[src/rtl/fpcp_pkg.sv]
`timescale 1ns / 1ps
`default_nettype none
package fpcp_pkg;

   localparam int CORDIC_STEPS_DEF = 16;
   localparam int CORDIC_STEPS_MAX = 24;
   localparam int DEG_FULL         = 46080;
   localparam int DEG_HALF         = 23040;
   localparam int DEG_QUARTER      = 11520;
   localparam int PITCH_LIMIT      = 15360;
   localparam int ONE_Q14          = 16384;
   localparam int RAD_PER_UNIT     = 146409;
   localparam int CORDIC_GAIN      = 163008219;

   typedef enum logic [2:0] {
      CMD_YAW   = 3'd0,
      CMD_PITCH = 3'd1,
      CMD_FWD   = 3'd2,
      CMD_RIGHT = 3'd3,
      CMD_UP    = 3'd4
   } cmd_type;

   typedef enum logic [3:0] {
      ST_IDLE,
      ST_CORD_YAW,
      ST_CORD_PITCH,
      ST_VIEW_X,
      ST_VIEW_Z,
      ST_MOVE_X,
      ST_MOVE_Z,
      ST_DONE
   } state_type;

   // arctangent table in Q30
   function automatic logic signed [31:0] atan_q30(input logic [4:0] idx);
      logic signed [31:0] r;
      case (idx)
         5'd0:  r = 32'sd843314857;
         5'd1:  r = 32'sd497837829;
         5'd2:  r = 32'sd263043837;
         5'd3:  r = 32'sd133525159;
         5'd4:  r = 32'sd67021687;
         5'd5:  r = 32'sd33543516;
         5'd6:  r = 32'sd16775851;
         5'd7:  r = 32'sd8388437;
         5'd8:  r = 32'sd4194283;
         5'd9:  r = 32'sd2097149;
         5'd10: r = 32'sd1048576;
         5'd11: r = 32'sd524288;
         5'd12: r = 32'sd262144;
         5'd13: r = 32'sd131072;
         5'd14: r = 32'sd65536;
         5'd15: r = 32'sd32768;
         5'd16: r = 32'sd16384;
         5'd17: r = 32'sd8192;
         5'd18: r = 32'sd4096;
         5'd19: r = 32'sd2048;
         5'd20: r = 32'sd1024;
         5'd21: r = 32'sd512;
         5'd22: r = 32'sd256;
         5'd23: r = 32'sd128;
         default: r = 32'sd0;
      endcase
      return r;
   endfunction

endpackage
`default_nettype wire

[src/rtl/fpcp_if.sv]
`timescale 1ns / 1ps
`default_nettype none
interface fpcp_req_if;
   logic              valid;
   logic              ready;
   logic [2:0]        cmd;
   logic signed [15:0] amount;
   modport source (output valid, cmd, amount, input ready);
   modport sink   (input valid, cmd, amount, output ready);
endinterface

interface fpcp_rsp_if;
   logic               valid;
   logic               ready;
   logic signed [31:0] pos_x;
   logic signed [31:0] pos_y;
   logic signed [31:0] pos_z;
   logic signed [15:0] view_x;
   logic signed [15:0] view_y;
   logic signed [15:0] view_z;
   modport source (output valid, pos_x, pos_y, pos_z, view_x, view_y, view_z,
                   input ready);
   modport sink   (input valid, pos_x, pos_y, pos_z, view_x, view_y, view_z,
                   output ready);
endinterface
`default_nettype wire

[src/rtl/fpcp_cordic.sv]
`timescale 1ns / 1ps
`default_nettype none
// Rotation-mode CORDIC, one micro-rotation per cycle.
// done pulses for one cycle once the last micro-rotation is registered.
module fpcp_cordic #(
   parameter int CORDIC_STEPS = fpcp_pkg::CORDIC_STEPS_DEF
) (
   input  wire logic               clock,
   input  wire logic               reset,
   input  wire logic               start,
   input  wire logic signed [16:0] angle,
   output logic                    done,
   output logic signed [15:0]      cos_q14,
   output logic signed [15:0]      sin_q14
);
   import fpcp_pkg::*;

   localparam int CW = $clog2(CORDIC_STEPS + 1);

   logic signed [33:0] x_ff, x_in, y_ff, y_in;
   logic signed [35:0] z_ff, z_in;
   logic [CW-1:0]      cnt_ff, cnt_in;
   logic               busy_ff, busy_in;
   logic               done_ff, done_in;
   logic               flip_ff, flip_in;
   logic signed [16:0] red;
   logic               flip_now;
   logic signed [33:0] dx, dy, xf, yf;
   logic signed [33:0] xr, yr;

   // fold angle into the right half plane
   always_comb begin
      red      = angle;
      flip_now = 1'b0;
      if (angle > 17'(DEG_QUARTER)) begin
         red = angle - 17'(DEG_HALF);
         flip_now = 1'b1;
      end else if (angle < -17'(DEG_QUARTER)) begin
         red = angle + 17'(DEG_HALF);
         flip_now = 1'b1;
      end
   end

   always_comb begin
      dx = y_ff >>> cnt_ff;
      dy = x_ff >>> cnt_ff;
      x_in = x_ff; y_in = y_ff; z_in = z_ff;
      cnt_in = cnt_ff; busy_in = busy_ff; flip_in = flip_ff;
      done_in = 1'b0;
      if (start) begin
         x_in = 34'(CORDIC_GAIN);
         y_in = '0;
         z_in = 36'(red) * 36'sd146409;
         cnt_in = '0;
         busy_in = 1'b1;
         flip_in = flip_now;
      end else if (busy_ff) begin
         // advance one micro-rotation
         if (!z_ff[35]) begin
            x_in = x_ff - dx; y_in = y_ff + dy;
            z_in = z_ff - 36'(atan_q30(5'(cnt_ff)));
         end else begin
            x_in = x_ff + dx; y_in = y_ff - dy;
            z_in = z_ff + 36'(atan_q30(5'(cnt_ff)));
         end
         cnt_in = cnt_ff + 1'b1;
         if (cnt_ff == CW'(CORDIC_STEPS - 1)) begin
            busy_in = 1'b0;
            done_in = 1'b1;
         end
      end
   end

   always_ff @(posedge clock) begin
      if (reset) begin
         busy_ff <= 1'b0;
         done_ff <= 1'b0;
         cnt_ff  <= '0;
      end else begin
         busy_ff <= busy_in;
         done_ff <= done_in;
         cnt_ff  <= cnt_in;
      end
      x_ff <= x_in; y_ff <= y_in; z_ff <= z_in; flip_ff <= flip_in;
   end

   // round to Q1.14 and clamp
   always_comb begin
      xf = flip_ff ? -x_ff : x_ff;
      yf = flip_ff ? -y_ff : y_ff;
      xr = (xf + 34'sd8192) >>> 14;
      yr = (yf + 34'sd8192) >>> 14;
      if (xr > 34'sd16384) cos_q14 = 16'sd16384;
      else if (xr < -34'sd16384) cos_q14 = -16'sd16384;
      else cos_q14 = xr[15:0];
      if (yr > 34'sd16384) sin_q14 = 16'sd16384;
      else if (yr < -34'sd16384) sin_q14 = -16'sd16384;
      else sin_q14 = yr[15:0];
   end

   assign done = done_ff;
endmodule
`default_nettype wire

[src/rtl/first_person_camera_pose.sv]
`timescale 1ns / 1ps
`default_nettype none
// Free-fly camera pose unit.
// req channel: cmd (0 yaw, 1 pitch, 2 forward, 3 right, 4 up) and a signed
// amount (degrees*128 or units*256). rsp channel: position (3 x 32 bit) and
// unit view vector in Q1.14, one response per request.
// One request at a time: req.ready is high only while idle with no response
// pending, or while the pending response transfers in that same cycle.
// Rotations run the shared CORDIC twice (yaw then pitch), then the
// ST_VIEW_X and ST_VIEW_Z multiply states, before the response is
// registered. Forward/right moves run one CORDIC pass on yaw, but skip
// it before the first rotation and at exactly ninety degrees pitch; up
// and unknown commands need no CORDIC pass.
// The response register holds its data until rsp.ready; a stalled
// receiver holds the block busy.
// Reset (synchronous) returns the pose to origin, view (0,0,-1),
// yaw and pitch zero.
module first_person_camera_pose #(
   parameter int CORDIC_STEPS = fpcp_pkg::CORDIC_STEPS_DEF
) (
   input  wire logic clock,
   input  wire logic reset,
   fpcp_req_if.sink  req,
   fpcp_rsp_if.source rsp
);
   import fpcp_pkg::*;

   state_type          state_ff, state_in;
   logic [15:0]        yaw_ff, yaw_in;
   logic signed [14:0] pitch_ff, pitch_in;
   logic signed [31:0] pos_ff [3];
   logic signed [31:0] pos_in [3];
   logic signed [15:0] view_ff [3];
   logic signed [15:0] view_in [3];
   logic               aimed_ff, aimed_in;
   logic [2:0]         cmd_ff, cmd_in;
   logic signed [15:0] amt_ff, amt_in;
   logic signed [15:0] cy_ff, cy_in, sy_ff, sy_in;
   logic signed [1:0]  sg_ff, sg_in;
   logic               rv_ff, rv_in;

   logic               c_start, c_done;
   logic signed [16:0] c_angle;
   logic signed [15:0] c_cos, c_sin;

   logic signed [15:0] ma, mb;
   logic signed [31:0] prod;
   logic signed [31:0] prnd;
   logic signed [15:0] prod_cl;
   logic signed [16:0] yaw_s;
   logic signed [17:0] ysum;
   logic signed [16:0] psum;
   logic signed [14:0] pabs;
   logic signed [32:0] padd;
   logic [1:0]         pk;
   logic signed [31:0] psat;

   fpcp_cordic #(.CORDIC_STEPS(CORDIC_STEPS)) u_cordic (
      .clock(clock), .reset(reset), .start(c_start), .angle(c_angle),
      .done(c_done), .cos_q14(c_cos), .sin_q14(c_sin)
   );

   // shared multiplier with Q14 rounding
   always_comb begin
      prod = ma * mb;
      prnd = (prod + 32'sd8192) >>> 14;
      if (prnd > 32'sd16384) prod_cl = 16'sd16384;
      else if (prnd < -32'sd16384) prod_cl = -16'sd16384;
      else prod_cl = prnd[15:0];
   end

   // shared saturating position adder
   always_comb begin
      padd = 33'(pos_ff[pk]) + 33'(prnd);
      if (padd > 33'sd2147483647) psat = 32'sh7fffffff;
      else if (padd < -33'sd2147483648) psat = 32'sh80000000;
      else psat = padd[31:0];
   end

   always_comb begin
      yaw_s = (yaw_ff >= 16'(DEG_HALF)) ? 17'(yaw_ff) - 17'(DEG_FULL)
                                        : 17'(yaw_ff);
      ysum  = 18'(yaw_ff) + 18'(amt_ff);
      psum  = 17'(pitch_ff) + 17'(amt_ff);
      pabs  = pitch_ff[14] ? -pitch_ff : pitch_ff;
   end

   always_comb begin
      state_in = state_ff;
      yaw_in = yaw_ff; pitch_in = pitch_ff; aimed_in = aimed_ff;
      pos_in = pos_ff; view_in = view_ff;
      cmd_in = cmd_ff; amt_in = amt_ff;
      cy_in = cy_ff; sy_in = sy_ff; sg_in = sg_ff;
      rv_in = rv_ff && !rsp.ready;
      c_start = 1'b0; c_angle = yaw_s;
      ma = '0; mb = '0; pk = 2'd0;
      case (state_ff)
         ST_IDLE: begin
            if (req.valid && (!rv_ff || rsp.ready)) begin
               cmd_in = req.cmd; amt_in = req.amount;
               state_in = ST_DONE;
               case (req.cmd)
                  CMD_YAW, CMD_PITCH: state_in = ST_CORD_YAW;
                  CMD_FWD, CMD_RIGHT: state_in = ST_MOVE_X;
                  CMD_UP: state_in = ST_MOVE_Z;
                  default: state_in = ST_DONE;
               endcase
            end
         end
         ST_CORD_YAW: begin
            // first update angles; the yaw pass starts in ST_CORD_PITCH
            if (cmd_ff == CMD_YAW) begin
               if (ysum[17]) yaw_in = 16'(ysum + 18'(DEG_FULL));
               else if (ysum >= 18'(DEG_FULL)) yaw_in = 16'(ysum - 18'(DEG_FULL));
               else yaw_in = ysum[15:0];
            end else begin
               if (psum > 17'(PITCH_LIMIT)) pitch_in = 15'(PITCH_LIMIT);
               else if (psum < -17'(PITCH_LIMIT)) pitch_in = -15'(PITCH_LIMIT);
               else pitch_in = psum[14:0];
            end
            state_in = ST_CORD_PITCH;
            cmd_in = 3'(CMD_PITCH) | 3'b100; // mark rotation path
         end
         ST_CORD_PITCH: begin
            if (cmd_ff[2]) begin
               c_start = 1'b1; c_angle = yaw_s;
               cmd_in = 3'(CMD_YAW);
            end else if (c_done) begin
               if (cmd_ff == 3'(CMD_YAW)) begin
                  cy_in = c_cos; sy_in = c_sin;
                  c_start = 1'b1; c_angle = 17'(pitch_ff);
                  cmd_in = 3'(CMD_PITCH);
               end else begin
                  view_in[1] = c_sin;
                  amt_in = c_cos;
                  state_in = ST_VIEW_X;
               end
            end
         end
         ST_VIEW_X: begin
            ma = amt_ff; mb = cy_ff;
            view_in[0] = prod_cl;
            state_in = ST_VIEW_Z;
         end
         ST_VIEW_Z: begin
            // negate before rounding so ties round the same way
            ma = amt_ff; mb = -sy_ff;
            view_in[2] = prod_cl;
            aimed_in = 1'b1;
            state_in = ST_DONE;
         end
         ST_MOVE_X: begin
            // resolve horizontal direction, then multiply and add
            if (cmd_ff[2]) begin
               if (c_done) begin
                  if (cmd_ff[0]) begin
                     cy_in = sg_ff[1] ? c_sin : -c_sin;
                     sy_in = sg_ff[1] ? c_cos : -c_cos;
                  end else begin
                     cy_in = sg_ff[1] ? -c_cos : c_cos;
                     sy_in = sg_ff[1] ? c_sin : -c_sin;
                  end
                  cmd_in = 3'b000;
               end
            end else if (cmd_ff == 3'b000 || cmd_ff == 3'b001) begin
               ma = amt_ff; mb = cy_ff; pk = 2'd0;
               pos_in[0] = psat;
               state_in = ST_MOVE_Z;
               cmd_in = 3'b001;
            end else if (!aimed_ff) begin
               cy_in = (cmd_ff == CMD_RIGHT) ? -16'sd16384 : 16'sd0;
               sy_in = (cmd_ff == CMD_RIGHT) ? 16'sd0 : -16'sd16384;
               cmd_in = 3'b000;
            end else if (pabs == 15'(DEG_QUARTER)) begin
               state_in = ST_DONE;
            end else begin
               sg_in = (pabs < 15'(DEG_QUARTER)) ? 2'sd1 : -2'sd1;
               c_start = 1'b1; c_angle = yaw_s;
               cmd_in = (cmd_ff == CMD_RIGHT) ? 3'b101 : 3'b100;
            end
         end
         ST_MOVE_Z: begin
            if (cmd_ff == CMD_UP) begin
               ma = amt_ff; mb = 16'sd16384; pk = 2'd1;
               pos_in[1] = psat;
            end else begin
               ma = amt_ff; mb = sy_ff; pk = 2'd2;
               pos_in[2] = psat;
            end
            state_in = ST_DONE;
         end
         ST_DONE: begin
            if (!rv_ff) begin
               rv_in = 1'b1;
               state_in = ST_IDLE;
            end
         end
         default: state_in = ST_IDLE;
      endcase
   end

   always_ff @(posedge clock) begin
      if (reset) begin
         state_ff <= ST_IDLE;
         yaw_ff <= '0; pitch_ff <= '0; aimed_ff <= 1'b0; rv_ff <= 1'b0;
         pos_ff <= '{default: '0};
         view_ff <= '{16'sd0, 16'sd0, -16'sd16384};
      end else begin
         state_ff <= state_in;
         yaw_ff <= yaw_in; pitch_ff <= pitch_in; aimed_ff <= aimed_in;
         rv_ff <= rv_in;
         pos_ff <= pos_in; view_ff <= view_in;
      end
      cmd_ff <= cmd_in; amt_ff <= amt_in;
      cy_ff <= cy_in; sy_ff <= sy_in; sg_ff <= sg_in;
   end

   assign req.ready  = (state_ff == ST_IDLE) && (!rv_ff || rsp.ready);
   assign rsp.valid  = rv_ff;
   assign rsp.pos_x  = pos_ff[0];
   assign rsp.pos_y  = pos_ff[1];
   assign rsp.pos_z  = pos_ff[2];
   assign rsp.view_x = view_ff[0];
   assign rsp.view_y = view_ff[1];
   assign rsp.view_z = view_ff[2];
endmodule
`default_nettype wire

[src/flat_wrapper.sv]
// flat-port wrapper written by rule: the top's interface ports become plain ports
module first_person_camera_pose_flat import fpcp_pkg::*;
#(
   parameter int CORDIC_STEPS = fpcp_pkg::CORDIC_STEPS_DEF
)
  (clock, reset, req_valid, req_cmd, req_amount, req_ready, rsp_valid, rsp_pos_x, rsp_pos_y, rsp_pos_z, rsp_view_x, rsp_view_y, rsp_view_z, rsp_ready);
  fpcp_req_if req_i ();
  fpcp_rsp_if rsp_i ();
  input  wire logic clock;
  input  wire logic reset;
  input wire logic [$bits(req_i.valid)-1:0] req_valid;
  input wire logic [$bits(req_i.cmd)-1:0] req_cmd;
  input wire logic [$bits(req_i.amount)-1:0] req_amount;
  output wire logic [$bits(req_i.ready)-1:0] req_ready;
  output wire logic [$bits(rsp_i.valid)-1:0] rsp_valid;
  output wire logic [$bits(rsp_i.pos_x)-1:0] rsp_pos_x;
  output wire logic [$bits(rsp_i.pos_y)-1:0] rsp_pos_y;
  output wire logic [$bits(rsp_i.pos_z)-1:0] rsp_pos_z;
  output wire logic [$bits(rsp_i.view_x)-1:0] rsp_view_x;
  output wire logic [$bits(rsp_i.view_y)-1:0] rsp_view_y;
  output wire logic [$bits(rsp_i.view_z)-1:0] rsp_view_z;
  input wire logic [$bits(rsp_i.ready)-1:0] rsp_ready;
  assign req_i.valid = req_valid;
  assign req_i.cmd = req_cmd;
  assign req_i.amount = req_amount;
  assign req_ready = req_i.ready;
  assign rsp_valid = rsp_i.valid;
  assign rsp_pos_x = rsp_i.pos_x;
  assign rsp_pos_y = rsp_i.pos_y;
  assign rsp_pos_z = rsp_i.pos_z;
  assign rsp_view_x = rsp_i.view_x;
  assign rsp_view_y = rsp_i.view_y;
  assign rsp_view_z = rsp_i.view_z;
  assign rsp_i.ready = rsp_ready;
  first_person_camera_pose #(.CORDIC_STEPS(CORDIC_STEPS)) u_core (.clock(clock), .reset(reset), .req(req_i), .rsp(rsp_i));
endmodule
[config.mk]
export PLATFORM = sky130hd
export DESIGN_NAME = first_person_camera_pose_flat
export DESIGN_NICKNAME = d
export VERILOG_FILES = /design/src/rtl/fpcp_pkg.sv /design/src/rtl/fpcp_if.sv /design/src/rtl/fpcp_cordic.sv /design/src/rtl/first_person_camera_pose.sv /design/src/flat_wrapper.sv
export SDC_FILE = /design/constraint.sdc
export NUM_CORES = 2
export LEC_CHECK = 0
export BUFFER_PORTS_ARGS = -buffer_cell sky130_fd_sc_hd__buf_2
export CORE_MARGIN = 2
export CORE_UTILIZATION = 40
export DETAILED_ROUTE_END_ITERATION = 6
export PLACE_DENSITY = 0.53
export SETUP_SLACK_MARGIN = 0.1
export SKIP_CTS_REPAIR_TIMING = 1
export SYNTH_ARGS = -nofsm -noshare
export SYNTH_HDL_FRONTEND = slang
export SYNTH_SLANG_ARGS = --single-unit
[constraint.sdc]
create_clock -name clock -period 28.9 [get_ports clock]
set_input_delay 2.89 -clock clock [delete_from_list [all_inputs] [get_ports clock]]
set_output_delay 2.89 -clock clock [all_outputs]
set_load 0.005 [all_outputs]
Yosys cells after proc, flatten, opt, wreduce, memory -nomap -nowiden
Memory sizes are Yosys's and may differ from the RTL's. A register that Yosys moved wholly into a read port is not among the register bits.
Index checks and enable logic that the tools add are counted.
{"block": "op_classes", "add_sub_neg": 24, "n_mul": 2, "order_cmp": 16, "n_eq_ne": 31, "shift": 2, "n_mux": 115, "bitwise": 7, "n_reduce_logical": 32}
{"operator": "$mux W16", "count": 38}
{"operator": "$mux W32", "count": 10}
{"operator": "$mux W34", "count": 4}
{"operator": "$pmux W16 S2", "count": 4}
{"operator": "$mux W17", "count": 7}
{"operator": "$mux W36", "count": 3}
{"operator": "$add A34 B15 Y34 const B", "count": 2}
{"operator": "$add A34 B34 Y34", "count": 2}
{"operator": "$neg A34 Y34", "count": 2}
{"operator": "$sshr A34 B5 Y34", "count": 2}
{"operator": "$sub A34 B34 Y34", "count": 2}
{"operator": "$bmux W32 S2", "count": 1}
{"operator": "$pmux W16 S4", "count": 1}
{"operator": "$neg A16 Y16", "count": 3}
{"operator": "$mux W15", "count": 3}
{"operator": "$gt A20 B16 Y1 const B", "count": 2}
{"operator": "$lt A20 B15 Y1 const B", "count": 2}
{"operator": "$add A36 B32 Y36", "count": 1}
{"operator": "$mul A17 B19 Y36 const B", "count": 1}
{"operator": "$mux W4", "count": 9}
{"operator": "$sub A36 B32 Y36", "count": 1}
{"operator": "$gt A17 B15 Y1 const B", "count": 2}
{"operator": "$lt A17 B15 Y1 const B", "count": 2}
{"operator": "$add A32 B18 Y33", "count": 1}
{"operator": "59 further kinds", "count": 124}
{"block": "word_totals", "register_bits": 346, "rom_bits": 1920, "inputBits": 23, "output_inout_bits": 146, "wordCells": 255, "mem_count": 2}
{"memory": "(name not given)", "words": 32, "width": 30, "rd": 1, "rd_ports_with_merged_regs": 1, "wr": 0, "line": "fpcp_pkg.sv:37", "rtl": "case (idx)"}
{"memory": "(name not given)", "words": 32, "width": 30, "rd": 1, "rd_ports_with_merged_regs": 1, "wr": 0, "line": "fpcp_pkg.sv:37"}

Depth between registers and ports, before layout
{"block": "depth", "word_depth": 13, "mapped_depth": 49, "mapped_depth_nobuf": 45}

Modules after synthesis
A second synthesis with hierarchy kept.
{"block": "hier_totals", "cells_unflattened": 6192, "area_unflattened_um2": 50368.3}
{"module": "fpcp_cordic", "instances": 1, "cells_per_inst": 3130, "area_per_inst_um2": 25530.7, "seq_area_each_um2": 3213.1}
{"module": "first_person_camera_pose", "instances": 1, "cells_per_inst": 3062, "area_per_inst_um2": 24837.6, "seq_area_each_um2": 5165.0}

Worst setup path after synthesis
OpenSTA, ideal clock, no wires.
{"block": "synth_timing", "path_kind": "reg-to-reg", "startpoint": "reg u_core.sy_ff[2]", "endpoint": "reg u_core.pos_ff, in the netlist u_core.rsp.pos_x[23]", "setup_time_ps": 117, "t_arrival_ps": 11691, "required_ps": 28783, "path_slack_ps": 17092, "path_stages_with_launch": 43, "n_path_buf": 2, "synth_period_minus_slack_ps": 11808, "path_cell_list": "edfxtp_1 > or3_1 > or3_1 > or3_1 > or3_1 > or3_1 > or3_1 > nor3_1 > nor3_1 > a221oi_1 > clkbuf_1 > nor2_1 > fa_1 > fa_1 > fa_1 > fa_1 > fa_1 > inv_1 > (+7 left out) > nor2_1 > a41o_1 > a21oi_1 > o21bai_1 > xor2_1 > ha_1 > and3_1 > nor3b_1 > o221ai_1 > a21oi_1 > and3_1 > mux2i_1 > a2111oi_2 > o31a_1 > o311ai_4 > mux2_4 > or3_1 > a22o_1"}
{"block": "synth_via", "elab_chain_len": 8, "word_cells_on_any_way": 10, "cone_classes": "3 x add/sub; 1 x mul; 2 x order compare; 4 x mux"}
{"element": "start: declaration", "line": "first_person_camera_pose.sv:38", "rtl": "logic signed [15:0] cy_ff, cy_in, sy_ff, sy_in;"}
{"element": "start signal: assignment", "line": "first_person_camera_pose.sv:215", "rtl": "cy_ff <= cy_in; sy_ff <= sy_in; sg_ff <= sg_in;"}
{"element": "$neg A16 Y16 / $mux W16 (equally long branches)", "line": "first_person_camera_pose.sv:147, first_person_camera_pose.sv:183"}
{"element": "$pmux W16 S4 (*)", "line": "first_person_camera_pose.sv:97", "rtl": "case (state_ff)"}
{"element": "$mul A16 B16 Y32 (*)", "line": "first_person_camera_pose.sv:65", "rtl": "prod = ma * mb;"}
{"element": "$add A32 B15 Y32 (*)", "line": "first_person_camera_pose.sv:66", "rtl": "prnd = (prod + 32'sd8192) >>> 14;"}
{"element": "$add A32 B18 Y33 (*)", "line": "first_person_camera_pose.sv:74", "rtl": "padd = 33'(pos_ff[pk]) + 33'(prnd);"}
{"element": "$lt A33 B32 Y1", "line": "first_person_camera_pose.sv:76", "rtl": "else if (padd < -33'sd2147483648) psat = 32'sh80000000;"}
{"element": "$mux W32", "line": "first_person_camera_pose.sv:76"}
{"element": "$mux W32 (*)", "line": "first_person_camera_pose.sv:75", "rtl": "if (padd > 33'sd2147483647) psat = 32'sh7fffffff;"}
{"element": "end signal: assignment", "line": "first_person_camera_pose.sv:212", "rtl": "pos_ff <= pos_in; view_ff <= view_in;"}
{"element": "end: declaration", "line": "first_person_camera_pose.sv:31", "rtl": "logic signed [31:0] pos_ff [3];"}
Every way passes the cells marked *; elsewhere a longest branch is shown, timed or not.
A chain may end at the register's enable or synchronous reset.

Worst setup path after layout
Ends and elaborated chain as after synthesis.

==> run summary <==
Post-Syn Instances -> 5978
Power Total -> 0.00667 W
Cell variety after synth -> 115
Async S/R FF share, synth -> 0%
via count -> 42700
Num CTS Buffers -> 48
Slew @ Worst Pin -> 1.22 ns
Place WS -> 15.98 ns
static leakage -> 24.1 nW
Max Fclk -> 0.0776 GHz
Final WS setup -> 16.02 ns
Ports -> 169
1st-pass router iterations -> 7
starting density of the core -> 40.2%
Final Skew -> 0.0273 ns
Setup crit end kind -> register
Cell Area, Placed -> 51800 um2
Mapped Area -> 49700 um2
pwr dens -> 125 nW/um2
slowest cell delay on critical path -> 0.55 ns
Critical R2R Capture -> u_core.rsp.pos_x[23]
die span in x -> 356 um
Top Family by Delay on Critical Path -> simple AND/OR/NAND/NOR gates
Worst Hold End -> u_core.rsp.pos_y[24]
CP dominant cell by count -> or3_1
Reg2Reg Setup Slack -> 16.02 ns
Final #Nets -> 6765
gpl congestion -> 0.926
hold_sp -> u_core.rsp.pos_y[24]
GRT Util Overall -> 24.2%
Critical-path top delay cell -> fa_1
Avg Synthesized Cell Area -> 8.31 um2
die area -> 127000 um2
VDD IR max -> 0.112 mV
crit path max fanout -> 32
Area growth syn-to-layout -> 7.75%
Post-Route WL -> 156 mm
Worst Path Buf+Inv -> 5
R2R cell count -> 44
area leader, netlist -> fa_1
final worst path period share -> 44.6%
Worst Path Arrival -> 13.42 ns
EDFF count, synth -> 89
Synth Net Count -> 6784
# rows -> 129
Primary FF master, synth -> dfxtp_1
clock tree buffer depth -> 3
DR WL/cell -> 20.4 um
HP Class -> register to register
Max Cap Viol -> 0
crit start category -> register
clock latency on the worst-skew pair -> 0.64 ns
first-pass GRT wire length -> 244 mm
core box area -> 123000 um2
Antenna Cells -> 0
Critical Setup Path Class -> register to register
grt total ovfl -> 0
die height -> 356 um
post-synth top area share -> 15.0%
initial antenna violation count -> 1
RSZ-0062 raised after global routing -> false
clock transition at the registers of the reported paths -> 0.06 ns
Setup TNS -> 0 ns
most frequent cells in the layout -> nand2_1, inv_1, nor2_1, ha_1, fa_1
TritonCTS clock tree -> done
Final ANT Viol Nets -> 0
port bufs -> 168
final hold violation count -> 0
r2r startpoint -> u_core.sy_ff[2]
count of pins over their slew limit -> 0
Rel. slew slack -> 18.1%
crit path time final -> 12.88 ns
status -> finished clean
final core occ -> 43.3%
sequential area share after synthesis -> 16.9%
H-tree depth -> 2
Root Buffer -> clkbuf_16
layout cell share with drive strength beyond 1 -> 9.45%
leading post-synthesis cells by cell area -> fa_1, dfxtp_1, ha_1
# clock sinks -> 374
Final setup viols -> 0
Iteration-0 DRC Markers -> 3272
commonest non-fill, non-tap cell in the layout -> nand2_1
Ys Warns -> 0
Yosys reg bits -> 374
fin area -> 53500 um2
# DRC -> 0
HPWL Detailed -> 125 mm
CP Data Required Time -> 29.43 ns
largest net degree at the start of global routing -> 74
Vias/cell -> 5.60
Hold Path Stages -> 2
vias in the first global route -> 41400
[flip-flops by register name, indices dropped and copies added (netlist names), 3 cells and up, named ones only]
name,count
u_core.amt_ff,16
u_core.cmd_ff,3
u_core.cy_ff,16
u_core.pitch_ff,15
u_core.rsp.pos_x,32
u_core.rsp.pos_y,32
u_core.rsp.pos_z,32
u_core.rsp.view_x,16
u_core.rsp.view_y,16
u_core.rsp.view_z,16
u_core.state_ff,3
u_core.sy_ff,16
u_core.u_cordic.cnt_ff,5
u_core.u_cordic.x_ff,34
u_core.u_cordic.y_ff,34
u_core.u_cordic.z_ff,36
u_core.yaw_ff,16
[Yosys cell counts, types with 22 or more instances]
library cell	instances
a211oi_1	56
a21o_1	93
a21oi_1	368
a22o_1	52
a31oi_1	58
and2_1	72
and3_1	53
buf_1	44
buf_2	35
clkbuf_1	200
dfxtp_1	285
edfxtp_1	89
fa_1	373
ha_1	410
inv_1	583
mux2_2	37
mux2i_1	124
mux4_2	96
nand2_1	632
nand2b_1	71
nand3_1	102
nand4_1	28
nor2_1	571
nor2b_1	57
nor3_1	116
nor4_1	32
o211ai_1	30
o21a_1	61
o21ai_0	287
o21ai_1	65
o21ai_2	22
o21bai_1	28
o22ai_1	27
o31ai_1	36
or2_2	23
or3_1	53
xnor2_1	214
xor2_1	159
[tightest hold or removal path: stages (launching register included)]
cell and delay [ns]:
dfxtp_1 0.32, nand2_1 0.05, o21ai_1 0.05
[final cells by class]
class	instances	area, um2
Inverter	591	2220
Clock buffer	62	1370
Clock inverter	27	309
Fill cell	12400	70000
Tap cell	1637	2050
Multi-Input combinational cell	4720	37900
Timing Repair Buffer	224	1260
Sequential cell	374	8390
[worst max path at each step]
stage                    start              endpoint  slack (ns)  cells after the start
3_3_place_gp   u_core.sy_ff[2]  u_core.rsp.pos_y[23]       16.06                     44
6_report       u_core.sy_ff[2]  u_core.rsp.pos_x[23]       16.02                     44
3_5_place_dp   u_core.sy_ff[2]  u_core.rsp.pos_x[23]       15.98                     44
2_1_floorplan  u_core.sy_ff[2]  u_core.rsp.pos_x[23]       17.09                     42
5_1_grt        u_core.sy_ff[2]  u_core.rsp.pos_x[23]       15.10                     43
4_1_cts        u_core.sy_ff[2]  u_core.rsp.pos_x[23]       15.98                     44
[power by group]
| part | switching (W) | internal (W) |
|---|---|---|
| combinational | 0.00306 | 0.00202 |
| sequential | 0.000231 | 0.000717 |
| clock | 0.000262 | 0.000380 |
[per-stage QoR]
step | cells | hold slack (ns)
final | 7635 | 0.462
after detailed placement | 7546 | 0.452
after global routing | 7635 | 0.484
after global placement | 7546 | 0.450
after CTS | 7635 | 0.462
after floorplan | 5978 | 0.448
[cells by family after synthesis]
family | share of synthesized area [%]
buffers and inverters | 6.94
adders and majority gates | 25.4
xor gates and xnor gates | 6.69
DFF | 16.9
and+or+nand+nor | 18.0
AOI/OAI and AO/OA | 18.3
muxes | 7.78
[per-layer routing]
layer | up-vias | global-route usage (%) | part of all wire [%]
met4 | 2 | 7.54 | 3.3
met1 | 20700 | 32.0 | 44
met5 | - | 0 | 0.0045
li1 | 20800 | - | -
met2 | 1063 | 40.8 | 47
met3 | 241 | 3.46 | 5.4
No activity file was read; power rests on OpenSTA's default activity.
